## src/hdl/gpe_pkg.sv

```systemverilog
package gpe_pkg;

    localparam int MAX_SIZE = 64;
    localparam int SUBSTEPS = 100;

    localparam int SZW = 7;
    localparam int SGW = 16;
    localparam int RCW = 6;
    localparam int GRW = 8;
    localparam int CIW = 1;

    localparam int KW  = $clog2(SUBSTEPS + 1);
    localparam int AW  = $clog2(MAX_SIZE / 2 * SUBSTEPS + 1);
    localparam int XW  = AW + 1;
    localparam int DXW = SZW + 1;
    localparam int SW  = 2 * AW + 1;
    localparam int SQW = 2 * SGW;
    localparam int DW  = SQW + $clog2(SUBSTEPS * SUBSTEPS + 1);

    localparam int FB     = 24;
    localparam int IB     = 5;
    localparam int QW     = IB + FB;
    localparam int PRE_SH = 23 - IB;
    localparam int CMPW   = (SW + PRE_SH > DW) ? SW + PRE_SH : DW;

    localparam int LGW = 25;
    localparam int LNW = 30;
    localparam int GNW = 28;
    localparam logic [LGW-1:0] LOG2E_Q24 = 25'd24204406;
    localparam logic [LNW-1:0] LN2_Q30   = 30'd744261118;
    localparam logic [GNW-1:0] GAIN_Q24  = 28'd170884644;

    localparam int UW  = QW + 1;
    localparam int NW  = UW - FB;
    localparam int YW  = 30;
    localparam int TQ  = 30;
    localparam int TW  = 31;
    localparam int SMW = TW + 2;
    localparam int NT  = 12;
    localparam int KBW = $clog2(NT + 1);
    localparam int RCPW = 33;
    localparam int RSH  = 32;

    localparam logic [RCPW-1:0] RECIP [1:NT] = '{
        33'd4294967296, 33'd2147483648, 33'd1431655765, 33'd1073741824,
        33'd858993459,  33'd715827882,  33'd613566756,  33'd536870912,
        33'd477218588,  33'd429496729,  33'd390451572,  33'd357913941
    };

    localparam int GW      = 26;
    localparam int ACW     = 42;
    localparam int SAT_INT = 26;
    localparam int SATW    = DW + 5;
    localparam int PW      = QW + GNW;
    localparam int GSH     = 48;
    localparam int CNW     = $clog2(QW);

    localparam logic [CIW-1:0] CFG_SIZE  = 1'b0;
    localparam logic [CIW-1:0] CFG_SIGMA = 1'b1;

    typedef struct packed {
        logic       vld;
        logic       lst;
        logic       skp;
        logic [1:0] wsh;
    } t_side;

    typedef struct packed {
        logic go;
        logic zero;
    } t_job;

    typedef enum logic [2:0] {
        S_IDLE, S_SQ, S_DEN, S_RUN, S_WAIT
    } t_seq_st;

    typedef enum logic [2:0] {
        F_IDLE, F_ACC, F_CHK, F_DIV, F_MUL, F_SAT, F_OUT
    } t_fin_st;

endpackage

```

## src/hdl/gpe_fin.sv

```systemverilog
module gpe_fin (
    input  logic                    i_clk,
    input  logic                    i_rst_n,
    input  gpe_pkg::t_job           i_job,
    input  logic [gpe_pkg::DW-1:0]  i_den,
    input  logic [gpe_pkg::GW-1:0]  i_g,
    input  gpe_pkg::t_side          i_side,
    output logic                    o_strobe,
    output logic [gpe_pkg::GRW-1:0] o_gray
);
    import gpe_pkg::*;

    t_fin_st r_st, n_st;
    logic [ACW-1:0] r_acc, n_acc;
    logic [DW-1:0]  r_p, n_p;
    logic [QW-1:0]  r_q, n_q;
    logic [IB-1:0]  r_lo, n_lo;
    logic [CNW-1:0] r_cnt, n_cnt;
    logic [PW-1:0]  r_prod, n_prod;
    logic [GRW-1:0] r_gray, n_gray;
    logic [DW:0]    w_two;
    logic           w_ge, w_sat;
    logic [PW-GSH-1:0] w_hi;

    always_comb begin
        w_two = {r_p, r_lo[IB-1]};
        w_ge  = w_two >= {1'b0, i_den};
        w_sat = SATW'(r_acc) >= SATW'(i_den) * SATW'(SAT_INT);
        w_hi  = r_prod[PW-1:GSH];
    end

    always_comb begin
        n_st   = r_st;
        n_acc  = r_acc;
        n_p    = r_p;
        n_q    = r_q;
        n_lo   = r_lo;
        n_cnt  = r_cnt;
        n_prod = r_prod;
        n_gray = r_gray;
        unique case (r_st)
            F_IDLE: begin
                if (i_job.go) begin
                    n_acc  = '0;
                    n_gray = '0;
                    n_st   = i_job.zero ? F_OUT : F_ACC;
                end
            end
            F_ACC: begin
                if (i_side.vld) begin
                    if (!i_side.skp) begin
                        n_acc = r_acc + (ACW'(i_g) << i_side.wsh);
                    end
                    if (i_side.lst) begin
                        n_st = F_CHK;
                    end
                end
            end
            F_CHK: begin
                n_p   = DW'(r_acc >> IB);
                n_lo  = r_acc[IB-1:0];
                n_q   = '0;
                n_cnt = '0;
                if (w_sat) begin
                    n_gray = '1;
                    n_st   = F_OUT;
                end else begin
                    n_st = F_DIV;
                end
            end
            F_DIV: begin
                n_p   = w_ge ? DW'(w_two - {1'b0, i_den}) : DW'(w_two);
                n_q   = {r_q[QW-2:0], w_ge};
                n_lo  = r_lo << 1;
                n_cnt = r_cnt + 1'b1;
                if (r_cnt == CNW'(QW - 1)) begin
                    n_st = F_MUL;
                end
            end
            F_MUL: begin
                n_prod = r_q * GAIN_Q24;
                n_st   = F_SAT;
            end
            F_SAT: begin
                n_gray = (w_hi > (PW-GSH)'(255)) ? '1 : GRW'(w_hi);
                n_st   = F_OUT;
            end
            F_OUT:   n_st = F_IDLE;
            default: n_st = F_IDLE;
        endcase
    end

    always_ff @(posedge i_clk) begin
        if (!i_rst_n) begin
            r_st <= F_IDLE;
        end else begin
            r_st <= n_st;
        end
    end

    always_ff @(posedge i_clk) begin
        r_acc  <= n_acc;
        r_p    <= n_p;
        r_q    <= n_q;
        r_lo   <= n_lo;
        r_cnt  <= n_cnt;
        r_prod <= n_prod;
        r_gray <= n_gray;
    end

    assign o_strobe = (r_st == F_OUT);
    assign o_gray   = r_gray;

endmodule

```

## config.mk

```make
export PLATFORM = sky130hd
export DESIGN_NAME = gpe_fin
export DESIGN_NICKNAME = d
export VERILOG_FILES = /design/src/hdl/gpe_pkg.sv /design/src/hdl/gpe_fin.sv
export SDC_FILE = /design/constraint.sdc
export NUM_CORES = 2
export LEC_CHECK = 0
export ABC_AREA = 1
export BUFFER_PORTS_ARGS = -buffer_cell sky130_fd_sc_hd__buf_2
export CAP_MARGIN = 20
export CORE_MARGIN = 10
export CORE_UTILIZATION = 70
export DETAILED_ROUTE_END_ITERATION = 10
export GPL_TIMING_DRIVEN = 0
export PLACE_DENSITY = 0.85
export SYNTH_ARGS = -nofsm -noshare
export SYNTH_HDL_FRONTEND = slang
export SYNTH_SLANG_ARGS = --single-unit
```

## constraint.sdc

```tcl
create_clock -name i_clk -period 16 [get_ports i_clk]
set_input_delay 0.8 -clock i_clk [delete_from_list [all_inputs] [get_ports i_clk]]
set_output_delay 0.8 -clock i_clk [all_outputs]
set_load 0.01 [all_outputs]
```

==> Yosys cells after proc, flatten, opt, wreduce, memory -nomap -nowiden <==
Index checks and enable logic that the tools add are counted.
{ "word_totals": {"wordCells": 57, "input_bits": 81, "out_inout_bits": 9, "register_bits": 193} }
{ "op_classes": {"n_reduce_logical": 7, "mul": 2, "addsub": 3, "magnitude_cmp": 3, "n_shift": 1, "n_eq_ne": 13, "muxes": 20} }
{ "op_table": {"columns": ["operator", "n"], "rows": [
  ["$mux W42", 3],
  ["$pmux W46 S2", 1],
  ["$pmux W42 S2", 1],
  ["$pmux W29 S2", 1],
  ["$mul A29 B26 Y55 const B", 1],
  ["$ge A42 B51 Y1", 1],
  ["$mul A46 B4 Y50 const B", 1],
  ["$ge A47 B46 Y1", 1],
  ["$mux W46", 1],
  ["$sub A46 B46 Y46", 1],
  ["$add A42 B42 Y42", 1],
  ["$shl A26 B2 Y42", 1],
  ["$mux W8", 3],
  ["$pmux W8 S3", 1],
  ["$pmux W5 S2", 2],
  ["$mux W3", 6],
  ["$pmux W3 S6", 1],
  ["$ne A2 B2 Y1 const B", 6],
  ["$eq A3 B3 Y1 const B", 3],
  ["$gt A9 B8 Y1 const B", 1],
  ["$reduce_and A4 Y1", 2],
  ["$eq A3 B2 Y1 const B", 2],
  ["$add A5 B1 Y5 const B", 1],
  ["$eq A5 B5 Y1 const B", 1],
  ["other kinds (5)", 6]
]} }

==> Logic depth before layout (Yosys ltp) <==
{ "depth": {"ltp_word": 5, "mapped_depth": 31, "ltp_nobuf": 31} }

==> Least setup slack after synthesis <==
OpenSTA, ideal clock, no wires.
{ "synth_timing": {"kind": "input port to flip-flop", "start": "input i_job[1] in the netlist's numbering", "end": "register r_acc[0], enable pin", "path_slack_ns": 7.795, "setup_time_ns": 0.667, "path_buffers": 0, "path_stages": 4, "required_time_ns": 15.333, "arrival_time_ns": 7.538, "cell_sequence": "nor2_1 inv_1 o21ai_0 a2111oi_0"} }
{ "synth_via": {"elab_chain_len": 2} }
{ "synth_lines": {"columns": ["element", "line", "text"], "rows": [
  ["from (decl)", "gpe_fin.sv:4", "input gpe_pkg::t_job i_job,"],
  ["$ne A2 B2 Y1 (no line)", null, null],
  ["$reduce_and A4 Y1 (no line)", null, null],
  ["to (signal assigned)", "gpe_fin.sv:102", "r_acc <= n_acc;"],
  ["to (decl)", "gpe_fin.sv:14", "logic [ACW-1:0] r_acc, n_acc;"]
]} }
Every way passes these cells.
A chain may end at the register's enable or synchronous reset.

==> Worst setup path in the final report <==
{ "layout_timing": {"start": "register r_q[14]", "end": "register r_prod[53] (data pin)"} }
{ "layout_via": {"elab_chain_len": 1} }
{ "layout_lines": {"columns": ["element", "line", "text"], "rows": [
  ["from (decl)", "gpe_fin.sv:16", "logic [QW-1:0] r_q, n_q;"],
  ["from (signal assigned)", "gpe_fin.sv:104", "r_q <= n_q;"],
  ["$mul A29 B26 Y55", "gpe_fin.sv:81", "n_prod = r_q * GAIN_Q24;"],
  ["to (signal assigned)", "gpe_fin.sv:107", "r_prod <= n_prod;"],
  ["to (decl)", "gpe_fin.sv:19", "logic [PW-1:0] r_prod, n_prod;"]
]} }
Every way passes these cells.

==> flow_summary.json <==
{
  "utilization_pct": 75.0,
  "grt_pass1_wl_mm": 136,
  "slew_viol_final": 0,
  "final_cell_mix": "inv_1, nand2_1, ha_1",
  "setup_viol": 0,
  "cts-hold-fix-buffers": 0,
  "crit_buf_inv": 4,
  "io_buffers": 87,
  "drt-total-wl_mm": 85.4,
  "placed_area_sq_um": 31800,
  "globalplace.congestion": 1.02,
  "ys_async_sr_fraction_pct": 0,
  "drt_pre_antenna_iters": 6,
  "syn2layout_area_growth_pct": 5.96,
  "wl_met3_mm": 8.19,
  "cts_setup_buffers": 0,
  "syn-num-nets": 4747,
  "wl_met2_mm": 38.0,
  "ys_seq_area_share_pct": 14.4,
  "cp-end-kind": "flop",
  "synth.top_cells.by_area": "fa_1, ha_1, edfxtp_1",
  "syn_inst": 3815,
  "clk_pin_slew_ns": 0.07,
  "routed_via_density": 5.74,
  "pre_cts_slack_ns": 9.02,
  "fillCellCount": 3226,
  "rsz0062_at_grt": "false",
  "die_w_um": 229,
  "cts_resized": 0,
  "period_share_pct": 44.4,
  "ys_ff_latch": 147,
  "grt_overflow": 0,
  "setup_ws_ns": 8.89,
  "synth_cell_types": 64,
  "cts_buffers": 17,
  "nNetsFinal": 4861,
  "track_usage_pct": 32.9,
  "drive_above_1_share_pct": 4.19,
  "final_antenna_net_count": 0,
  "reg2reg_slack_ns": 8.89,
  "fmax_mhz": 141,
  "path_max_fanout": 11,
  "ys.flop_type": "edfxtp_1",
  "drv_cap": 0,
  "cp_common_cell": "fa_1",
  "grt_pass1_vias": 25977,
  "die_y_um": 229,
  "finClkSkew_ns": 0.00943,
  "cp_cell_sequence": "fa_1, inv_1, fa_1, fa_1, fa_1, inv_1, fa_1, fa_1, inv_1, fa_1, inv_1, ha_1, a21oi_1, o21ai_0, o21bai_1, a221oi_1, o311ai_0, xor2_1",
  "yosysWarnings": 0,
  "hold_violations": 0,
  "fp-row-count": 76,
  "netlist.top_cell.by_area": "fa_1",
  "die-area_sq_um": 52300,
  "dp_hpwl_mm": 73.4,
  "cpLargestDelayFamily": "adder cells",
  "setup_tns_ns": 0,
  "syn_area_sq_um": 30500,
  "synth_top_area_share_pct": 22.8,
  "wl_met1_mm": 36.7,
  "io_pins": 90,
  "tightest_slew_ns": 1.15,
  "num_antenna_cells": 0,
  "drc": 0,
  "num_vias": 25964,
  "h-tree-depth": 4,
  "multi_input_area_sq_um": 22500,
  "critical_path.startpoint_type": "flop",
  "worstPathArrival_ns": 7.29,
  "initial_utilization_pct": 70.8,
  "fin_area_sq_um": 32300,
  "clockRootBuffer": "clkbuf_16",
  "detail_route.iter0.violations": 2240,
  "relSlewSlack_pct": 23.0,
  "critPathMaxStageDelay_ns": 0.78,
  "post_drt_wl_per_cell_um": 18.9,
  "topRoutingLayerUsed": "met4",
  "cts.sinks": 147,
  "crit_type": "reg -> reg",
  "tritoncts": "yes",
  "worstPathRequired_ns": 16.18,
  "final.min_clock_period_ns": 7.11,
  "avgSynthCellArea_sq_um": 7.99,
  "worstHoldPathType": "reg -> reg",
  "synth_edf_count": 144,
  "worst_skew_pair.late_latency_ns": 0.48,
  "cts.path.max_buffers": 2,
  "antenna_found_initial": 0,
  "final_common_cell": "inv_1",
  "final-seq-area_sq_um": 4380,
  "grt_max_degree": 69,
  "worst_path_max_delay_cell": "o311ai_0",
  "outcome": "complete, no violations",
  "design.core.area_sq_um": 43100
}
[routing by layer]
metal / track usage (%) / vias to the layer above
li1: - / 12469
met4: 10.2 / 0
met2: 51.0 / 1114
met3: 7.30 / 167
met5: 0 / -
met1: 45.2 / 12214
[metrics by stage]
stage,hold WS (ns),cells
finish,0.541,4527
global placement,0.515,4487
detailed placement,0.515,4495
floorplan,0.494,3815
global route,0.570,4527
CTS,0.534,4527
[cell usage after synthesis (all sizes together), types with 5 or more instances]
master,instances
a21boi,8
a21o,13
a21oi,281
a31oi,28
and2,7
buf,16
clkbuf,18
edfxtp,144
fa,347
ha,504
inv,916
mux2i,44
nand2,653
nand3,87
nand4,33
nor2,299
nor3,34
nor4,12
o211ai,18
o21a,23
o21ai,178
o21bai,23
or2,5
xnor2,49
xor2,37
[final timing paths]
check,startpoint,to,cells past startpoint
worst max-delay path,r_q[14],r_prod[53],18
worst min-delay path,r_lo[2],r_lo[3],2
worst max register to register,r_q[14],r_prod[53],18
worst min register to register,r_lo[2],r_lo[3],2
[logic make-up after synthesis]
logic type      Yosys count  share of synthesized area (%)
simple gates           1135                           15.1
buf+inv                 950                           11.8
fa+ha+maj               851                           43.5
compound gates          602                           11.4
flops                   147                           14.4
xor+xnor                 86                           2.47
mux                      44                           1.44
[area by class of cell]
cell class	instances	area share, %
multi-input combinational	2718	69.7
clock buffer	17	1.32
clock inverter	15	0.410
buffer	34	0.492
tap	585	2.26
sequential	147	13.6
timing repair buffer	95	1.59
inverter	916	10.6
[state kept, by name, indices dropped and copies added (netlist names)]
signal	flops
o_gray	8
r_acc	42
r_cnt	5
r_lo	5
r_p	46
r_prod	9
r_q	29
r_st	3
[worst reg2reg max path, cell delays in order, from the launching register on]
cell      delay (ns)
edfxtp_1        0.75
fa_1            0.73
inv_1           0.07
fa_1            0.54
fa_1            0.53
fa_1            0.53
inv_1           0.05
fa_1            0.46
fa_1            0.55
inv_1           0.06
fa_1            0.54
inv_1           0.04
ha_1            0.36
a21oi_1         0.11
o21ai_0         0.24
o21bai_1        0.20
a221oi_1        0.11
o311ai_0        0.78
xor2_1          0.18
Power is not shown: default switching activity piles up to over one toggle a cycle in this logic, so the estimate is an artifact.
