==> src/hdl/gpe_pkg.sv <==
package gpe_pkg;

    localparam int MAX_SIZE = 64;
    localparam int SUBSTEPS = 100;

    localparam int SZW = 7;
    localparam int SGW = 16;
    localparam int RCW = 6;
    localparam int GRW = 8;
    localparam int CIW = 1;

    localparam int KW  = $clog2(SUBSTEPS + 1);
    localparam int AW  = $clog2(MAX_SIZE / 2 * SUBSTEPS + 1);
    localparam int XW  = AW + 1;
    localparam int DXW = SZW + 1;
    localparam int SW  = 2 * AW + 1;
    localparam int SQW = 2 * SGW;
    localparam int DW  = SQW + $clog2(SUBSTEPS * SUBSTEPS + 1);

    localparam int FB     = 24;
    localparam int IB     = 5;
    localparam int QW     = IB + FB;
    localparam int PRE_SH = 23 - IB;
    localparam int CMPW   = (SW + PRE_SH > DW) ? SW + PRE_SH : DW;

    localparam int LGW = 25;
    localparam int LNW = 30;
    localparam int GNW = 28;
    localparam logic [LGW-1:0] LOG2E_Q24 = 25'd24204406;
    localparam logic [LNW-1:0] LN2_Q30   = 30'd744261118;
    localparam logic [GNW-1:0] GAIN_Q24  = 28'd170884644;

    localparam int UW  = QW + 1;
    localparam int NW  = UW - FB;
    localparam int YW  = 30;
    localparam int TQ  = 30;
    localparam int TW  = 31;
    localparam int SMW = TW + 2;
    localparam int NT  = 12;
    localparam int KBW = $clog2(NT + 1);
    localparam int RCPW = 33;
    localparam int RSH  = 32;

    localparam logic [RCPW-1:0] RECIP [1:NT] = '{
        33'd4294967296, 33'd2147483648, 33'd1431655765, 33'd1073741824,
        33'd858993459,  33'd715827882,  33'd613566756,  33'd536870912,
        33'd477218588,  33'd429496729,  33'd390451572,  33'd357913941
    };

    localparam int GW      = 26;
    localparam int ACW     = 42;
    localparam int SAT_INT = 26;
    localparam int SATW    = DW + 5;
    localparam int PW      = QW + GNW;
    localparam int GSH     = 48;
    localparam int CNW     = $clog2(QW);

    localparam logic [CIW-1:0] CFG_SIZE  = 1'b0;
    localparam logic [CIW-1:0] CFG_SIGMA = 1'b1;

    typedef struct packed {
        logic       vld;
        logic       lst;
        logic       skp;
        logic [1:0] wsh;
    } t_side;

    typedef struct packed {
        logic go;
        logic zero;
    } t_job;

    typedef enum logic [2:0] {
        S_IDLE, S_SQ, S_DEN, S_RUN, S_WAIT
    } t_seq_st;

    typedef enum logic [2:0] {
        F_IDLE, F_ACC, F_CHK, F_DIV, F_MUL, F_SAT, F_OUT
    } t_fin_st;

endpackage

==> src/hdl/gpe_seq.sv <==
module gpe_seq (
    input  logic                       i_clk,
    input  logic                       i_rst_n,
    input  logic                       i_acc,
    input  logic [gpe_pkg::RCW-1:0]    i_row,
    input  logic [gpe_pkg::RCW-1:0]    i_col,
    input  logic [gpe_pkg::SZW-1:0]    i_size,
    input  logic [gpe_pkg::SGW-1:0]    i_sigma,
    input  logic                       i_done,
    output logic                       o_busy,
    output gpe_pkg::t_job              o_job,
    output logic [gpe_pkg::DW-1:0]     o_den,
    output logic [gpe_pkg::DW-1:0]     o_p0,
    output gpe_pkg::t_side             o_side
);
    import gpe_pkg::*;

    t_seq_st r_st, n_st;
    logic [SZW-1:0] w_size, w_half;
    logic           w_out;
    logic signed [DXW-1:0] w_dx, w_dy;
    logic signed [XW-1:0]  r_x0, r_y0, w_cx, w_cy;
    logic [SGW-1:0] r_sg;
    logic [SQW-1:0] r_sq;
    logic [DW-1:0]  r_den;
    logic [KW-1:0]  r_kx, r_ky;
    logic           w_last, w_ex, w_ey;
    logic           r_go, r_zero;

    logic [AW-1:0]   r_ax, r_ay;
    logic [2*AW-1:0] r_sqx, r_sqy;
    logic [SW-1:0]   w_s;
    logic [SW+PRE_SH-1:0] w_num;
    logic [DW-1:0]   r_p0;
    t_side r_s1, r_s2, r_s3, w_s1, w_s3;

    always_comb begin
        w_size = (i_size > SZW'(MAX_SIZE)) ? SZW'(MAX_SIZE) : i_size;
        w_half = w_size >> 1;
        w_out  = (SZW'(i_row) >= w_size) || (SZW'(i_col) >= w_size);
        w_dx   = $signed(DXW'(i_row)) - $signed(DXW'(w_half));
        w_dy   = $signed(DXW'(i_col)) - $signed(DXW'(w_half));
        w_ex   = (r_kx == '0) || (r_kx == KW'(SUBSTEPS));
        w_ey   = (r_ky == '0) || (r_ky == KW'(SUBSTEPS));
        w_last = (r_kx == KW'(SUBSTEPS)) && (r_ky == KW'(SUBSTEPS));
        w_cx   = r_x0 + $signed(XW'(r_kx));
        w_cy   = r_y0 + $signed(XW'(r_ky));
        w_s1.vld = (r_st == S_RUN);
        w_s1.lst = w_last;
        w_s1.skp = 1'b0;
        w_s1.wsh = {1'b0, !w_ex} + {1'b0, !w_ey};
        w_s    = SW'(r_sqx) + SW'(r_sqy);
        w_num  = {w_s, PRE_SH'(0)};
        w_s3     = r_s2;
        w_s3.skp = CMPW'(w_num) >= CMPW'(r_den);
    end

    always_comb begin
        n_st = r_st;
        unique case (r_st)
            S_IDLE: begin
                if (i_acc) begin
                    n_st = w_out ? S_WAIT : S_SQ;
                end
            end
            S_SQ:  n_st = S_DEN;
            S_DEN: n_st = S_RUN;
            S_RUN: begin
                if (w_last) begin
                    n_st = S_WAIT;
                end
            end
            S_WAIT: begin
                if (i_done) begin
                    n_st = S_IDLE;
                end
            end
            default: n_st = S_IDLE;
        endcase
    end

    always_ff @(posedge i_clk) begin
        if (!i_rst_n) begin
            r_st <= S_IDLE;
            r_go <= 1'b0;
            r_kx <= '0;
            r_ky <= '0;
            r_s1 <= '0;
            r_s2 <= '0;
            r_s3 <= '0;
        end else begin
            r_st <= n_st;
            r_go <= i_acc;
            r_s1 <= w_s1;
            r_s2 <= r_s1;
            r_s3 <= w_s3;
            if (i_acc) begin
                r_kx <= '0;
                r_ky <= '0;
            end else if (r_st == S_RUN) begin
                if (r_ky == KW'(SUBSTEPS)) begin
                    r_ky <= '0;
                    r_kx <= r_kx + 1'b1;
                end else begin
                    r_ky <= r_ky + 1'b1;
                end
            end
        end
    end

    always_ff @(posedge i_clk) begin
        if (i_acc) begin
            r_x0   <= XW'(w_dx * SUBSTEPS);
            r_y0   <= XW'(w_dy * SUBSTEPS);
            r_sg   <= (i_sigma == '0) ? SGW'(1) : i_sigma;
            r_zero <= w_out;
        end
        r_sq  <= r_sg * r_sg;
        r_den <= DW'(r_sq * DW'(SUBSTEPS * SUBSTEPS));
        r_ax  <= AW'(w_cx[XW-1] ? -w_cx : w_cx);
        r_ay  <= AW'(w_cy[XW-1] ? -w_cy : w_cy);
        r_sqx <= r_ax * r_ax;
        r_sqy <= r_ay * r_ay;
        r_p0  <= DW'(w_num);
    end

    assign o_busy   = (r_st != S_IDLE);
    assign o_job.go   = r_go;
    assign o_job.zero = r_zero;
    assign o_den  = r_den;
    assign o_p0   = r_p0;
    assign o_side = r_s3;

endmodule

==> config.mk <==
export PLATFORM = sky130hd
export DESIGN_NAME = gpe_seq
export DESIGN_NICKNAME = d
export VERILOG_FILES = /design/src/hdl/gpe_pkg.sv /design/src/hdl/gpe_seq.sv
export SDC_FILE = /design/constraint.sdc
export NUM_CORES = 2
export LEC_CHECK = 0
export BUFFER_PORTS_ARGS = -buffer_cell sky130_fd_sc_hd__buf_2
export CAP_MARGIN = 15
export CORE_AREA = 2 2 311 313
export DETAILED_ROUTE_END_ITERATION = 6
export DIE_AREA = 0 0 313 315
export GPL_ROUTABILITY_DRIVEN = 0
export GPL_TIMING_DRIVEN = 0
export PLACE_DENSITY_LB_ADDON = 0.05
export SYNTH_ARGS = -nofsm -noshare
export SYNTH_HDL_FRONTEND = slang
export SYNTH_SLANG_ARGS = --single-unit
==> constraint.sdc <==
create_clock -name i_clk -period 6.15 [get_ports i_clk]
set_input_delay 0.3075 -clock i_clk [delete_from_list [all_inputs] [get_ports i_clk]]
set_output_delay 0.3075 -clock i_clk [all_outputs]
set_load 0.01 [all_outputs]
# Word-level counts from Yosys, hierarchy flattened
# Index checks and enable logic that the tools add are counted.
[word_totals] ff_bits=241 input_bits=39 output_inout_bits=100 wordCells=78
[classes] n_addsub=10 n_mul=6 order_cmp=4 n_eq_ne=9 mux=9 n_bitwise=1 reduce_logical=14
[ops] op="$mul 12x12->24" n=2
[ops] op="$ge 43x46->1" n=1
[ops] op="$mul 32x10->42 const B" n=1
[ops] op="$mul 16x16->32" n=1
[ops] op="$add 13x8->13" n=2
[ops] op="$add 24x24->25" n=1
[ops] op="$mux 12" n=2
[ops] op="$neg 12->12" n=2
[ops] op="$mul 7x6->11 const B" n=2
[ops] op="$logic_not 16->1" n=1
[ops] op="$pmux 3 s5" n=1
[ops] op="$add 7x1->7 const B" n=2
[ops] op="$eq 7x7->1 const B" n=2
[ops] op="$ge 6x7->1" n=2
[ops] op="$logic_not 7->1" n=2
[ops] op="$mux 7" n=2
[ops] op="$sub 6x6->7" n=2
[ops] op="$mux 3" n=4
[ops] op="$gt 7x7->1 const B" n=1
[ops] op="$eq 3x2->1 const B" n=2
[ops] op="$ne 2x2->1 const B" n=3
[ops] op="$eq 3x1->1 const B" n=1
[ops] op="$eq 3x3->1 const B" n=1
[ops] op="$logic_not 3->1" n=1
[ops] op="other kinds (9)" n=12

# Longest topological paths before layout
[logic_depth] word_depth=7 mapped_depth=24 mapped_depth_nobuf=23

# Worst setup path before layout
# Ideal clock, no wire load.
[synth_path] path_kind="register to register" start="reg r_sg[4]" end="reg r_sq[31]" setup_ns=0.124 arrival_time_ns=6.114 t_required_ns=6.026 setup_slack_ns=-0.087 path_stages_with_launch=22 n_path_buf=2 period_less_slack_ns=6.237 cell_sequence="edfxtp_1 clkbuf_1 clkbuf_1 nand2_1 fa_1 fa_1 inv_1 fa_1 fa_1 fa_1 inv_1 fa_1 inv_1 ha_1 and3_1 a22o_1 or3_1 o221ai_1 a221oi_1 a31o_2 a311oi_2 xnor2_1"
[synth_via] elab_chain_cells=1
[synth_lines] item="start: declaration" line_no="gpe_seq.sv:23" text="logic [SGW-1:0] r_sg;"
[synth_lines] item="start signal: assignment" line_no="gpe_seq.sv:115" text="r_sg <= (i_sigma == '0) ? SGW'(1) : i_sigma;"
[synth_lines] item="$mul 16x16->32" line_no="gpe_seq.sv:118" text="r_sq <= r_sg * r_sg;"
[synth_lines] item="end signal: assignment" line_no="gpe_seq.sv:118"
[synth_lines] item="end: declaration" line_no="gpe_seq.sv:24" text="logic [SQW-1:0] r_sq;"
# Every way passes these cells.
# A chain may end at the register's enable or synchronous reset.

# Worst setup path after layout
[layout_path] start="reg r_sg[10]" end="reg r_sq[31]"
# Same word-level chain as after synthesis.

==> results.json <==
{
  "outcome": "complete, no violations",
  "vias_per_cell": 4.51,
  "grt_pass1_vias": 23100,
  "r2r_setup_slack_ps": 30,
  "crit_path_end": "r_sq[31]",
  "hold_viol_final": 0,
  "netlist_area_sq_um": 30200,
  "wirelength_microns": 74200,
  "grt_first_pass_wirelength_microns": 123000,
  "grt_max_degree": 44,
  "ys_ff_latch": 237,
  "firstDrtPassIters": 5,
  "fmax_mhz": 163,
  "clkLatencyLatePin_ps": 560,
  "area_growth_pct": 15.1,
  "cp-end-kind": "register",
  "critPathArrivalTime_ps": 6600,
  "layout_setup_ws_ps": 25.9,
  "synth-edff-count": 39,
  "post_drt_wl_per_cell_microns": 15.7,
  "clockBufferDepth": 3,
  "io_buffers": 112,
  "r2r_cells": 23,
  "vias": 21300,
  "ys.warnings.count": 0,
  "die-area_sq_um": 98600,
  "fin_skew_ps": 29.1,
  "seq_area_frac_synth": 0.170,
  "ys_async_sr_fraction": 0,
  "pre_cts_ws_ps": -1220,
  "finalCriticalPeriod_ps": 6120,
  "synth_top_area_frac": 0.276,
  "htreeDepth": 2,
  "setup_viol": 0,
  "grtUsageTotal": 0.157,
  "cp-startpoint": "r_sg[10]",
  "holdCritPathClass": "in -> reg",
  "antenna_left": 0,
  "slew_viol_final": 0,
  "drive_above_1_share": 0.111,
  "drc": 0,
  "fp.coreArea_sq_um": 95700,
  "grt-ovfl-total": 0,
  "whs_ps": 45.4,
  "r2r-start": "r_sg[10]",
  "fillers": 9858,
  "yosys-top-cells-area": "fa_1 (28%), ha_1 (19%), dfxtp_1 (13%)",
  "rows": 114,
  "cts-root-buf": "clkbuf_16",
  "crit_required_ps": 6620,
  "clock_sinks": 237,
  "slew_headroom": 0.244,
  "ioPinCount": 139,
  "yosys.cell_count.top_type": "inv_1",
  "path_max_fanout": 3,
  "clk_pin_slew_ps": 60,
  "dieWidth_microns": 313,
  "worst_pin_slew_ps": 1130,
  "crit_path_start_kind": "register",
  "fin_setup_tns_ps": 0,
  "rsz0062_at_grt": "true",
  "nets": 4335,
  "synth_cells": 3170,
  "reg2reg_to": "r_sq[31]",
  "cts_tree": "done",
  "yosys-top-cells-count": "inv_1 (678), ha_1 (462), fa_1 (417)",
  "maxCapViolCount": 0,
  "crit_type": "reg -> reg",
  "ys_types": 73,
  "die_h_microns": 315,
  "yosys_most_used_dff": "dfxtp_1",
  "syn_area_per_cell_sq_um": 9.53,
  "dp.final_hpwl_microns": 62800,
  "drtIter0Drc": 901,
  "start_util": 0.316,
  "yosys.area.top_type": "fa_1",
  "cts_buffers": 34,
  "finalCritPeriodShare": 0.996,
  "grt_antenna_before_repair": 3
}
==> worst min-delay path by stage <==
stage	from	end	slack (ps)	cells after the start
after floorplan	r_ax[0]	r_sqx[0]	350	0
after global placement	r_s1[3]	r_s2[3]	420	1
after detailed placement	r_s1[3]	r_s2[3]	420	1
after CTS	i_done	r_st[2]	2	3
after global routing	i_done	r_st[2]	40	3
final	i_done	r_st[2]	50	3
==> stage by stage <==
| stage | cells | instance area, sq um | utilization |
|---|---|---|---|
| CTS | 4709 | 34600 | 0.361 |
| finish | 4718 | 34800 | 0.363 |
| floorplan | 3197 | 30300 | - |
| detailed placement | 4585 | 32500 | 0.339 |
| global placement | 4585 | 32500 | 0.339 |
| global route | 4718 | 34800 | 0.363 |
==> worst max-delay path, cell delays in order, from the launching register on <==
cell      delay [ps]
edfxtp_1         410
buf_6            150
and2_4           160
fa_1             550
inv_2             40
fa_1             510
inv_2             40
fa_1             510
inv_2             40
fa_1             480
inv_2             40
fa_1             490
inv_2             40
fa_1             540
inv_2             50
ha_4             210
and3_4           150
a22o_1           230
or3_4            340
o221ai_4         220
a221oi_4         140
a31o_4           280
a311oi_2         260
xnor2_1          160
==> metal layers <==
| metal | global-route usage | vias to the layer above | part of all wire |
|---|---|---|---|
| li1 | - | 10500 | - |
| met3 | 0.0241 | 54 | 0.040 |
| met5 | 0 | - | 0 |
| met4 | 0.0301 | 0 | 0.016 |
| met1 | 0.222 | 10400 | 0.50 |
| met2 | 0.254 | 293 | 0.45 |
==> cells by family (layout without fill, tap and decap cells) <==
family / after synthesis / after routing / share of synthesized area
buffers and inverters: 785 / 1029 / 0.101
XOR/XNOR: 198 / 198 / 0.0574
flip-flops: 237 / 237 / 0.170
adder cells (fa/ha/maj): 879 / 879 / 0.468
AND/OR/NAND/NOR: 652 / 652 / 0.110
multiplexers: 11 / 11 / 0.00385
AO/OA/AOI/OAI: 407 / 407 / 0.0898
other: 1 / 29 / 0.000124
==> state kept, by name (all words and copies together), names as in the netlist <==
| name | flops |
|---|---|
| r_sqy | 23 |
| r_st | 3 |
| r_s2 | 4 |
| o_side | 5 |
| r_zero | 1 |
| r_y0 | 11 |
| r_x0 | 11 |
| o_den | 41 |
| r_go | 1 |
| r_sqx | 23 |
| r_kx | 7 |
| r_ky | 7 |
| r_s1 | 4 |
| r_ay | 12 |
| r_sq | 31 |
| r_ax | 12 |
| o_p0 | 25 |
| r_sg | 16 |
==> cells in the final DEF, fill, tap and decap left out, types with 18 or more instances in the layout <==
cell and count:
o21ai_0 53, clkbuf_16 37, a21o_1 86, nor2_1 112, fa_1 412, a31oi_1 19
xnor2_1 136, dfxtp_1 196, o21bai_1 18, ha_1 452, a21oi_1 120, nor2b_1 36
conb_1 28, xor2_1 61, edfxtp_1 39, nor3_1 35, nand3_1 30, clkbuf_1 44
buf_2 114, inv_1 663, nand2_1 167, and2_1 156, buf_4 80
==> what timing repair did <==
item,4_1_cts,5_1_grt
hold buffers,16,0
buffers inserted,50,9
endpoints found under the hold margin,16,0
gates resized for setup,110,61
gates cloned,0,0
endpoints found under the setup margin,19,16
pin swaps,47,30
==> cell type report <==
class                           count  area [sq um]  share of cell area
Multi-Input combinational cell   2175         22400               0.646
Buffer                            105           698              0.0201
Timing Repair Buffer              186          1190              0.0344
Tap cell                         1276          1600              0.0459
Inverter                          678          2540              0.0732
Antenna cell                        1          2.50           0.0000720
Clock inverter                     19           206             0.00594
Sequential cell                   237          5140               0.148
Clock buffer                       41           928              0.0267
Power is left out: the tool's default activity adds up to more than one toggle a clock period on the data nets, which glitch-free logic cannot reach.
